===== src/sv/bisection_square_root_top_macros.svh =====
// Assertion macros for the bisection square root block.
// Used by the top level only; no other dependencies.
`ifndef BISECTION_SQUARE_ROOT_TOP_MACROS_SVH
`define BISECTION_SQUARE_ROOT_TOP_MACROS_SVH

// Same-cycle implication, disabled while reset is high.
`define BSR_ASSERT_NOW(label, clk, rst, ante, cons, msg) \
   label: assert property (@(posedge clk) disable iff (rst) (ante) |-> (cons)) \
      else $error(msg);

// Next-cycle implication, disabled while reset is high.
`define BSR_ASSERT_NEXT(label, clk, rst, ante, cons, msg) \
   label: assert property (@(posedge clk) disable iff (rst) (ante) |=> (cons)) \
      else $error(msg);

`endif


===== src/sv/bsr_pkg.sv =====
// Shared types and constants for the bisection square root block.
// No dependencies; imported by the controller, datapath and top level.
package bsr_pkg;

   localparam int ROOT_BITS     = 32;
   localparam int RADICAND_BITS = 32;
   localparam int TARGET_BITS   = 2 * ROOT_BITS;
   localparam int STEP_W        = $clog2(ROOT_BITS);
   localparam int DEF_FRAC_BITS = 16;

   // Commands from the controller to the datapath.
   typedef struct packed {
      logic start;
      logic step;
      logic load_out;
   } cmd_type;

   // Status from the datapath to the controller.
   typedef struct packed {
      logic last_step;
   } sts_type;

   typedef enum logic [2:0] {
      ST_IDLE   = 3'b001,
      ST_RUN    = 3'b010,
      ST_FINISH = 3'b100
   } state_type;

endpackage


===== src/sv/bsr_ctrl.sv =====
// Controller state machine for the bisection square root block.
// Depends on bsr_pkg for the command, status and state types.
module bsr_ctrl (
   input  logic             clock,
   input  logic             reset,
   input  logic             req_tvalid,
   output logic             req_tready,
   output logic             rsp_tvalid,
   input  logic             rsp_tready,
   input  bsr_pkg::sts_type sts,
   output bsr_pkg::cmd_type cmd
);
   import bsr_pkg::*;

   state_type state_ff, state_in;
   logic      out_valid_ff, out_valid_in;
   logic      slot_free;

   assign slot_free  = !out_valid_ff || rsp_tready;
   assign req_tready = (state_ff == ST_IDLE);
   assign rsp_tvalid = out_valid_ff;

   always_comb begin
      state_in     = state_ff;
      cmd.start    = 1'b0;
      cmd.step     = 1'b0;
      cmd.load_out = 1'b0;
      unique case (state_ff)
         ST_IDLE: begin
            if (req_tvalid) begin
               cmd.start = 1'b1;
               state_in  = ST_RUN;
            end
         end
         ST_RUN: begin
            cmd.step = 1'b1;
            if (sts.last_step) begin
               state_in = ST_FINISH;
            end
         end
         ST_FINISH: begin
            // The result waits here until the output register is free.
            if (slot_free) begin
               cmd.load_out = 1'b1;
               state_in     = ST_IDLE;
            end
         end
         default: begin
            state_in = ST_IDLE;
         end
      endcase
   end

   always_comb begin
      out_valid_in = out_valid_ff;
      priority if (cmd.load_out) begin
         out_valid_in = 1'b1;
      end else if (rsp_tready) begin
         out_valid_in = 1'b0;
      end
   end

   always_ff @(posedge clock) begin
      if (reset) begin
         state_ff     <= ST_IDLE;
         out_valid_ff <= 1'b0;
      end else begin
         state_ff     <= state_in;
         out_valid_ff <= out_valid_in;
      end
   end

endmodule


===== src/sv/bsr_dpath.sv =====
// Datapath of the bisection square root block: one root bit per step.
// Depends on bsr_pkg for widths and the command and status types.
module bsr_dpath #(
   parameter int FRAC_BITS = bsr_pkg::DEF_FRAC_BITS
) (
   input  logic                                clock,
   input  logic                                reset,
   input  bsr_pkg::cmd_type                    cmd,
   output bsr_pkg::sts_type                    sts,
   input  logic [bsr_pkg::RADICAND_BITS-1:0]   req_radicand,
   output logic [bsr_pkg::ROOT_BITS-1:0]       rsp_root,
   output logic                                rsp_negative_error
);
   import bsr_pkg::*;

   localparam int REM_W = ROOT_BITS + 2;
   localparam int SH_W  = REM_W + 2;

   logic [TARGET_BITS-1:0] tgt_ff, tgt_in;
   logic [REM_W-1:0]       rem_ff, rem_in;
   logic [ROOT_BITS-1:0]   root_ff, root_in;
   logic [STEP_W-1:0]      cnt_ff, cnt_in;
   logic                   neg_ff, neg_in;
   logic [ROOT_BITS-1:0]   out_root_ff, out_root_in;
   logic                   out_err_ff, out_err_in;

   logic [SH_W-1:0]        rem_sh;
   logic [SH_W-1:0]        trial;
   logic [SH_W-1:0]        diff;
   logic                   take;

   // Deciding a root bit: the candidate with this bit set squares to no
   // more than the target exactly when the partial remainder covers 4q+1.
   assign rem_sh = {rem_ff, tgt_ff[TARGET_BITS-1 -: 2]};
   assign trial  = {2'b00, root_ff, 2'b01};
   assign diff   = rem_sh - trial;
   assign take   = (rem_sh >= trial);

   assign sts.last_step = (cnt_ff == STEP_W'(ROOT_BITS - 1));

   always_comb begin
      tgt_in      = tgt_ff;
      rem_in      = rem_ff;
      root_in     = root_ff;
      cnt_in      = cnt_ff;
      neg_in      = neg_ff;
      out_root_in = out_root_ff;
      out_err_in  = out_err_ff;
      if (cmd.start) begin
         tgt_in  = {{(TARGET_BITS-RADICAND_BITS){1'b0}}, req_radicand} << (2 * FRAC_BITS);
         rem_in  = '0;
         root_in = '0;
         cnt_in  = '0;
         neg_in  = req_radicand[RADICAND_BITS-1];
      end
      if (cmd.step) begin
         tgt_in  = {tgt_ff[TARGET_BITS-3:0], 2'b00};
         rem_in  = take ? diff[REM_W-1:0] : rem_sh[REM_W-1:0];
         root_in = {root_ff[ROOT_BITS-2:0], take};
         cnt_in  = cnt_ff + STEP_W'(1);
      end
      if (cmd.load_out) begin
         out_root_in = neg_ff ? '0 : root_ff;
         out_err_in  = neg_ff;
      end
   end

   always_ff @(posedge clock) begin
      if (reset) begin
         cnt_ff <= '0;
      end else begin
         cnt_ff <= cnt_in;
      end
   end

   always_ff @(posedge clock) begin
      tgt_ff      <= tgt_in;
      rem_ff      <= rem_in;
      root_ff     <= root_in;
      neg_ff      <= neg_in;
      out_root_ff <= out_root_in;
      out_err_ff  <= out_err_in;
   end

   assign rsp_root           = out_root_ff;
   assign rsp_negative_error = out_err_ff;

endmodule


===== src/sv/bisection_square_root_top.sv =====
// Top level of the bisection square root block.
// Depends on bsr_pkg, bsr_ctrl, bsr_dpath and the assertion macro header.
//
//   Channel  Direction  Handshake              Payload
//   req      in         req_tvalid/req_tready  req_tdata: radicand (signed, 32 bits)
//   rsp      out        rsp_tvalid/rsp_tready  rsp_tdata: root (Q16.16), rsp_tuser: error flag
//
// Each item runs in order: the accepting edge loads the operand, the root recurrence then
// produces one root bit per cycle for all 32 root bits, and a final step loads the
// output register once it is free. A new item is accepted the cycle after the result
// loads, so the block takes no new item while one is still in progress.
// Reset is synchronous and active high; it clears the controller and step count.
// A stalled result sits in the output register while the next item is worked on;
// only when that item finishes too does the controller wait for the register.
module bisection_square_root_top #(
   parameter int FRAC_BITS = bsr_pkg::DEF_FRAC_BITS
) (
   input  logic                              clock,
   input  logic                              reset,
   input  logic                              req_tvalid,
   output logic                              req_tready,
   input  logic [bsr_pkg::RADICAND_BITS-1:0] req_tdata,  // [31:0] radicand
   output logic                              rsp_tvalid,
   input  logic                              rsp_tready,
   output logic [bsr_pkg::ROOT_BITS-1:0]     rsp_tdata,  // [31:0] root
   output logic                              rsp_tuser   // [0] negative_error
);
   import bsr_pkg::*;

`include "bisection_square_root_top_macros.svh"

   cmd_type cmd;
   sts_type sts;

   // The controller sequences load, the bit steps and the output register.
   bsr_ctrl u_ctrl (
      .clock      (clock),
      .reset      (reset),
      .req_tvalid (req_tvalid),
      .req_tready (req_tready),
      .rsp_tvalid (rsp_tvalid),
      .rsp_tready (rsp_tready),
      .sts        (sts),
      .cmd        (cmd)
   );

   // The datapath holds the operand, partial remainder, root and result.
   bsr_dpath #(
      .FRAC_BITS (FRAC_BITS)
   ) u_dpath (
      .clock              (clock),
      .reset              (reset),
      .cmd                (cmd),
      .sts                (sts),
      .req_radicand       (req_tdata),
      .rsp_root           (rsp_tdata),
      .rsp_negative_error (rsp_tuser)
   );

   // After an item is taken, the block is busy with it.
   `BSR_ASSERT_NEXT(a_busy_after_accept, clock, reset, req_tvalid && req_tready, !req_tready, "input accepted while an item is in progress")
   // A result is only loaded into a free or draining output register.
   `BSR_ASSERT_NOW(a_load_into_free_slot, clock, reset, cmd.load_out, !rsp_tvalid || rsp_tready, "result overwrote one not yet taken")
   // A flagged negative radicand always reports a zero root.
   `BSR_ASSERT_NOW(a_negative_gives_zero, clock, reset, rsp_tvalid && rsp_tuser, rsp_tdata == '0, "negative radicand with nonzero root")
   // The final bit step always hands over to the result load.
   `BSR_ASSERT_NEXT(a_last_step_finishes, clock, reset, cmd.step && sts.last_step, !cmd.step, "bit steps ran past the last root bit")

endmodule

===== config.mk =====
export PLATFORM = sky130hd
export DESIGN_NAME = bisection_square_root_top
export DESIGN_NICKNAME = d
export VERILOG_FILES = /design/src/sv/bsr_pkg.sv /design/src/sv/bsr_ctrl.sv /design/src/sv/bsr_dpath.sv /design/src/sv/bisection_square_root_top.sv
export VERILOG_INCLUDE_DIRS = /design/src /design/src/sv
export SDC_FILE = /design/constraint.sdc
export NUM_CORES = 1
export LEC_CHECK = 0
export BUFFER_PORTS_ARGS = -buffer_cell sky130_fd_sc_hd__buf_2
export CAP_MARGIN = 10
export CORE_AREA = 2 2 141 143
export CTS_CLUSTER_SIZE = 20
export DETAILED_ROUTE_END_ITERATION = 7
export DIE_AREA = 0 0 143 145
export GPL_TIMING_DRIVEN = 0
export PLACE_DENSITY = 0.63
export SYNTH_ARGS = -nofsm -noshare
export SYNTH_HDL_FRONTEND = slang
export SYNTH_SLANG_ARGS = --single-unit

===== constraint.sdc =====
create_clock -name clock -period 9.55 [get_ports clock]
set_input_delay 1.91 -clock clock [delete_from_list [all_inputs] [get_ports clock]]
set_output_delay 1.91 -clock clock [all_outputs]
set_load 0.01 [all_outputs]

==> results of run 1 <==
[worst paths after layout]
| path | from | to | slack, ns | cells after the start |
|---|---|---|---|---|
| hold / removal | u_dpath.cnt_ff[4]$_SDFFE_PP0P_ | u_dpath.cnt_ff[4]$_SDFFE_PP0P_ | 0.48 | 2 |
| setup reg to reg | u_dpath.root_ff[5]$_SDFFCE_PN0P_ | u_dpath.rem_ff[29]$_SDFFCE_PN0P_ | 6.03 | 10 |
| hold reg to reg | u_dpath.cnt_ff[4]$_SDFFE_PP0P_ | u_dpath.cnt_ff[4]$_SDFFE_PP0P_ | 0.48 | 2 |
| setup / recovery | u_dpath.root_ff[5]$_SDFFCE_PN0P_ | u_dpath.rem_ff[29]$_SDFFCE_PN0P_ | 6.03 | 10 |
[where the power goes]
group	total [W]	switching, W	internal (W)
logic	0.000335	0.000201	0.000135
registers	0.000738	0.0000145	0.000723
clock network	0.000630	0.000290	0.000340
total	0.00170	0.000505	0.00120
[state kept, by name, indices dropped and copies added, names as in the netlist]
name and flops:
u_dpath.rsp_negative_error 1, u_dpath.root_ff 32, u_dpath.neg_ff 1, u_ctrl.state_ff 3, u_dpath.rem_ff 34, u_dpath.rsp_root 32, u_dpath.cnt_ff 5, u_ctrl.rsp_tvalid 1
u_dpath.tgt_ff 32
[Yosys cell counts, types with 2 or more instances]
cell type / n
sky130_fd_sc_hd__edfxtp_1: 132
sky130_fd_sc_hd__nand2_1: 124
sky130_fd_sc_hd__nor2_1: 117
sky130_fd_sc_hd__inv_1: 46
sky130_fd_sc_hd__a21oi_1: 37
sky130_fd_sc_hd__ha_1: 36
sky130_fd_sc_hd__o21ai_0: 27
sky130_fd_sc_hd__mux2i_1: 23
sky130_fd_sc_hd__xnor2_1: 21
sky130_fd_sc_hd__clkbuf_1: 19
sky130_fd_sc_hd__nand3_1: 13
sky130_fd_sc_hd__a21o_1: 10
sky130_fd_sc_hd__dfxtp_1: 9
sky130_fd_sc_hd__xor2_1: 8
sky130_fd_sc_hd__nor2b_1: 6
sky130_fd_sc_hd__o21a_1: 6
sky130_fd_sc_hd__o21ai_1: 6
sky130_fd_sc_hd__and3_1: 5
sky130_fd_sc_hd__nand4_1: 5
sky130_fd_sc_hd__nor3_1: 5
sky130_fd_sc_hd__a31oi_1: 4
sky130_fd_sc_hd__and2_1: 4
sky130_fd_sc_hd__nand2b_1: 4
sky130_fd_sc_hd__o21bai_1: 4
sky130_fd_sc_hd__a31o_2: 3
sky130_fd_sc_hd__buf_1: 3
sky130_fd_sc_hd__nand3b_1: 3
sky130_fd_sc_hd__o211ai_1: 3
sky130_fd_sc_hd__o31a_1: 3
sky130_fd_sc_hd__o31ai_1: 3
sky130_fd_sc_hd__or3_1: 3
sky130_fd_sc_hd__a211oi_1: 2
sky130_fd_sc_hd__a211oi_2: 2
sky130_fd_sc_hd__a21boi_0: 2
sky130_fd_sc_hd__a221oi_1: 2
sky130_fd_sc_hd__a311oi_1: 2
sky130_fd_sc_hd__and4_1: 2
sky130_fd_sc_hd__buf_4: 2
sky130_fd_sc_hd__buf_6: 2
sky130_fd_sc_hd__o22ai_1: 2
sky130_fd_sc_hd__o41ai_1: 2
sky130_fd_sc_hd__or2_2: 2
[per-layer routing]
layer / part of all wire, % / up-vias / track usage [%]
met3: 5.3 / 25 / 4.95
met1: 47 / 2505 / 22.7
met2: 46 / 120 / 24.5
li1: - / 2764 / -
met4: 2.0 / 0 / 5.59
met5: 0 / - / 0
[cell type report]
type | instances | area [µm²]
antenna | 1 | 2.50
buffer | 27 | 125
clock buffer | 17 | 425
clock inverter | 15 | 125
fill | 1820 | 10400
inverter | 46 | 175
multi-input combinational | 519 | 3080
sequential | 141 | 4140
tap | 265 | 332
timing repair buffer | 70 | 365
[kinds of logic after synthesis]
kind of cell	after synthesis
buffers and inverters	73
AO/OA/AOI/OAI	130
XOR/XNOR	29
flip-flops	141
adder cells (fa/ha/maj)	36
AND/OR/NAND/NOR	301
multiplexers	23
[critical path, cell delays in order, from the launching register on]
cell and delay (ns):
sky130_fd_sc_hd__edfxtp_1 0.35, sky130_fd_sc_hd__inv_1 0.11, sky130_fd_sc_hd__ha_1 0.30, sky130_fd_sc_hd__a211oi_1 0.27, sky130_fd_sc_hd__nor2_1 0.10, sky130_fd_sc_hd__o31ai_1 0.37, sky130_fd_sc_hd__a31oi_1 0.23, sky130_fd_sc_hd__o22ai_2 0.34
sky130_fd_sc_hd__a211oi_2 0.14, sky130_fd_sc_hd__o21ai_0 0.78, sky130_fd_sc_hd__o21ai_1 0.23
[stage by stage]
step | area [µm²] | instances | util [%]
6_report | 8770 | 1101 | 45.7
5_1_grt | 8770 | 1100 | 45.6
4_1_cts | 8770 | 1100 | 45.6
3_5_place_dp | 8220 | 1068 | 42.8
3_3_place_gp | 8190 | 1067 | 42.7
2_1_floorplan | 7520 | 733 | -
==> results.cfg, run 1 <==
[sta]
number_of_failing_hold_endpoints_at_the_final_stage = 0
slew_headroom_pct = 34.3
post-route-worst-setup-slack_ns = 6.03
post-route-period-util_pct = 36.9
grt_setup_unrepaired = false
final-setup-viol-count = 0
min_period_ns = 3.52
hold_slack_ns = 0.480
finalClockSkew_ns = 0.0124
slew_viol_final = 0
fmaxAchievable_mhz = 284
fin_tns_setup_ns = 0
tightestPinTransition_ns = 0.975

[floorplan]
fp-row-count = 51
number_of_top_level_pins = 71
die-width_um = 143
floorplan.die_area_mm2 = 0.0207
fp.coreArea_mm2 = 0.0192
initial_utilization_pct = 39.1
die_y_um = 145

[routing]
vias_per_cell = 4.92
antenna_violating_nets_post_route = 0
dr.pass1.iters = 5
num_vias = 5414
route.final.wire_length_um = 16000
detailedRoute.firstIterationViolations = 391
drc = 0
post_drt_wl_per_cell_um = 14.5

[placement]
pre_cts_slack_ns = 5.81
buffer_ports.inserted = 69
place.gp.congestion = 0.876
place_hpwl_um = 11200

[synth]
ys_types = 61
synth.ff_latch_count = 141
ys_async_sr_fraction_pct = 0
syn_inst = 733
synth_fp_nets = 805
yosysWarnings = 0
most_used_flip_flop_cell_after_synthesis = sky130_fd_sc_hd__edfxtp_1
synth_largest_type_area_fraction_pct = 52.7
synth-edff-count = 132
synthDominantAreaCellType = sky130_fd_sc_hd__edfxtp_1
dominant_combinational_cell_family_by_area_after_synthesis = simple AND/OR/NAND/NOR gates
synth_simple_gate_area_share_pct = 17.3
yosys.area_share.adder_pct = 5.99
synth_seq_area_share_pct = 55.1
avgSynthCellArea_um2 = 10.3
xor_xnor_cell_area_share_of_the_yosys_netlist_pct = 3.38
synthTopCellsByArea = sky130_fd_sc_hd__edfxtp_1 (53%), sky130_fd_sc_hd__nand2_1 (6.2%), sky130_fd_sc_hd__ha_1 (6.0%)
synth.mux.area_fraction_pct = 3.06
compound_gate_fraction_of_synth_area_pct = 11.2
syn_std_cell_area_mm2 = 0.00752

[global_route]
grt_first_pass_wirelength_um = 26600
grt.overflow.total = 0
first_global_vias = 5281
largest_net_degree_at_the_start_of_global_routing = 63
gr_usage_total_pct = 16.4
number_of_antenna_violations_at_the_first_check_in_global_routing = 0

[layout]
final_net_count = 894
layout.cells.most_common_list = sky130_fd_sc_hd__edfxtp_1 (132), sky130_fd_sc_hd__nand2_1 (124), sky130_fd_sc_hd__nor2_1 (117), sky130_fd_sc_hd__buf_2 (70), sky130_fd_sc_hd__inv_1 (45)
final_layout_size_suffix_gt1_share_pct = 14.7
area.growth.synth_to_final_pct = 16.7
layout.cells.most_common = sky130_fd_sc_hd__edfxtp_1

[clocking]
number_of_buffers_on_the_longest_clock_path = 2
inserted_clock_buffers = 17
clk_latency_ns = 0.43
cts-htree-levels = 4
setup_fix_buffers_added_after_clock_tree_synthesis = 0
cts_tree = done
cts.sink_count = 141
postCtsHoldBufs = 0
ctsResizeCount = 0
clk_pin_slew_worst_paths_ns = 0.07
ctsRootBufferMaster = sky130_fd_sc_hd__clkbuf_16

[setup_path]
crit_path_max_fo = 6
critPathCaptureType = flop
cp_data_arrival_time_ns = 3.65
timing_worst_setup_path_type = flop to flop
critical_path_required_ns = 9.68
start_kind = flop

[power_and_ir_drop]
ir_drop_v = 0.000124
power_w = 0.00170
power.static_leakage_nw = 3.52
power-per-cell-area_mw_per_mm2 = 194

[job]
drv.max_cap_violation_count = 0

[status]
status = complete, no violations

[worst_hold_path]
min_path_type = flop to flop
No activity file was read; power rests on OpenSTA's default activity.
==> run 2: changes to the inputs <==
clock period = 3.4 ns   (was 9.55 ns; I/O delays follow)
==> results.cfg, run 2 (synthesis gave the netlist of run 1 again) <==
[setup_path]
crit_slowest_cell = sky130_fd_sc_hd__ha_1
timing_worst_setup_path_type = flop to flop
crit_path_max_fo = 6
critical_path_required_ns = 3.55
cp_slowest_stage_delay_ns = 0.40
critPathCaptureType = flop
crit_path_frequent_cell = sky130_fd_sc_hd__buf_4
cp_data_arrival_time_ns = 3.35
cp_top_family = compound AO/OA/AOI/OAI gates
critical_path_buf_inv_count = 2
crit_chain = ha_1, nand3_1, nor3_1, o31ai_4, a31oi_2, o22ai_2, buf_4, buf_4, o31a_1, o21bai_1, xnor2_1, o21ai_1
start_kind = flop

[global_route]
largest_net_degree_at_the_start_of_global_routing = 39
number_of_antenna_violations_at_the_first_check_in_global_routing = 0
grt.overflow.total = 0
gr_usage_total_pct = 16.3
first_global_vias = 5458
grt_first_pass_wirelength_um = 26700

[sta]
fmaxAchievable_mhz = 312
finalClockSkew_ns = 0.0136
slew_headroom_pct = 43.9
post-route-worst-setup-slack_ns = 0.194
slew_viol_final = 0
number_of_failing_hold_endpoints_at_the_final_stage = 0
tightestPinTransition_ns = 0.842
final-setup-viol-count = 0
hold_slack_ns = 0.449
post-route-period-util_pct = 94.3
min_period_ns = 3.21

[layout]
area_used_by_sequential_logic_in_the_layout_mm2 = 0.00414
layout.cells.most_common = sky130_fd_sc_hd__edfxtp_1
multi_input_area_mm2 = 0.00310
num-fill-cells = 1844
antenna_cells_inserted = 0
final_layout_size_suffix_gt1_share_pct = 15.4
largest_register_ffs = 34
final_net_count = 898
regMostFlops = u_dpath.rem_ff
layout.cells.most_common_list = sky130_fd_sc_hd__edfxtp_1 (132), sky130_fd_sc_hd__nand2_1 (124), sky130_fd_sc_hd__nor2_1 (117), sky130_fd_sc_hd__buf_2 (70), sky130_fd_sc_hd__inv_1 (45)
area.growth.synth_to_final_pct = 17.8
finalNonFillerCells = 1104

[clocking]
ctsRootBufferMaster = sky130_fd_sc_hd__clkbuf_16
cts.sink_count = 141
cts-htree-levels = 4
cts_tree = done
clk_pin_slew_worst_paths_ns = 0.06
number_of_buffers_on_the_longest_clock_path = 2
clk_latency_ns = 0.43
inserted_clock_buffers = 17
postCtsHoldBufs = 0

[floorplan]
die-width_um = 143
floorplan.die_area_mm2 = 0.0207
die_y_um = 145
initial_utilization_pct = 39.1
fp-row-count = 51
number_of_top_level_pins = 71
fp.coreArea_mm2 = 0.0192

[routing]
antenna_violating_nets_post_route = 0
route.final.wire_length_um = 16000
dr.pass1.iters = 5
detailedRoute.firstIterationViolations = 340
post_drt_wl_per_cell_um = 14.5
drc = 0
vias_per_cell = 5.00
num_vias = 5521

[placement]
buffer_ports.inserted = 69
pre_cts_slack_ns = 0.0555
place.gp.congestion = 0.870
placed_cells = 1069
place_hpwl_um = 11200

[job]
drv.max_cap_violation_count = 0

[power_and_ir_drop]
power.static_leakage_nw = 3.55
ir_drop_v = 0.000354
power-per-cell-area_mw_per_mm2 = 551
power_w = 0.00488

[worst_hold_path]
min_path_type = input port to flop

[status]
status = complete, no violations
[run 2: area by class of cell]
class	instances	share of cell area, %
Buffer	27	1.41
Clock buffer	17	4.80
Clock inverter	15	1.70
Inverter	46	1.99
Multi-Input combinational cell	519	35.0
Sequential cell	141	46.8
Tap cell	265	3.74
Timing Repair Buffer	74	4.61
[run 2: what timing repair did]
action	in CTS	in global routing
setup buffers	0	3
gates resized for setup	1	3
pin swaps	0	1
endpoints found under the setup margin	3	13
[run 2: stage by stage]
step / utilization [%] / instance area [µm²] / TNS [ns]
global placement: 42.7 / 8200 / -53.25
floorplan: - / 7520 / 0
CTS: 45.9 / 8810 / 0
global route: 46.1 / 8860 / -0.000394
detailed placement: 42.9 / 8240 / 0
finish: 46.1 / 8860 / 0
[run 2: layer usage]
metal | global-route usage, % | part of all wire (%) | vias to the layer above
li1 | - | - | 2757
met1 | 21.9 | 47 | 2594
met2 | 25.2 | 46 | 140
met3 | 4.26 | 5.1 | 30
met4 | 6.29 | 1.9 | 0
met5 | 0 | 0 | -
[run 2: path summary, 6_finish.rpt]
| check | to | slack [ns] | cells past startpoint | start |
|---|---|---|---|---|
| setup reg to reg | u_dpath.rem_ff[28]$_SDFFCE_PN0P_ | 0.19 | 12 | u_dpath.rem_ff[4]$_SDFFCE_PN0P_ |
| hold / removal | u_dpath.neg_ff$_DFFE_PP_ | 0.45 | 1 | req_tdata[31] |
| setup / recovery | u_dpath.rem_ff[28]$_SDFFCE_PN0P_ | 0.19 | 12 | u_dpath.rem_ff[4]$_SDFFCE_PN0P_ |
| hold reg to reg | u_dpath.cnt_ff[3]$_SDFFE_PP0P_ | 0.48 | 1 | u_dpath.cnt_ff[3]$_SDFFE_PP0P_ |
[run 2: power by group]
part | switching [W] | total, W | internal [W]
Clock | 0.000807 | 0.00184 | 0.00103
Sequential | 0.0000398 | 0.00207 | 0.00203
Combinational | 0.000578 | 0.000974 | 0.000395
Total | 0.00143 | 0.00488 | 0.00346
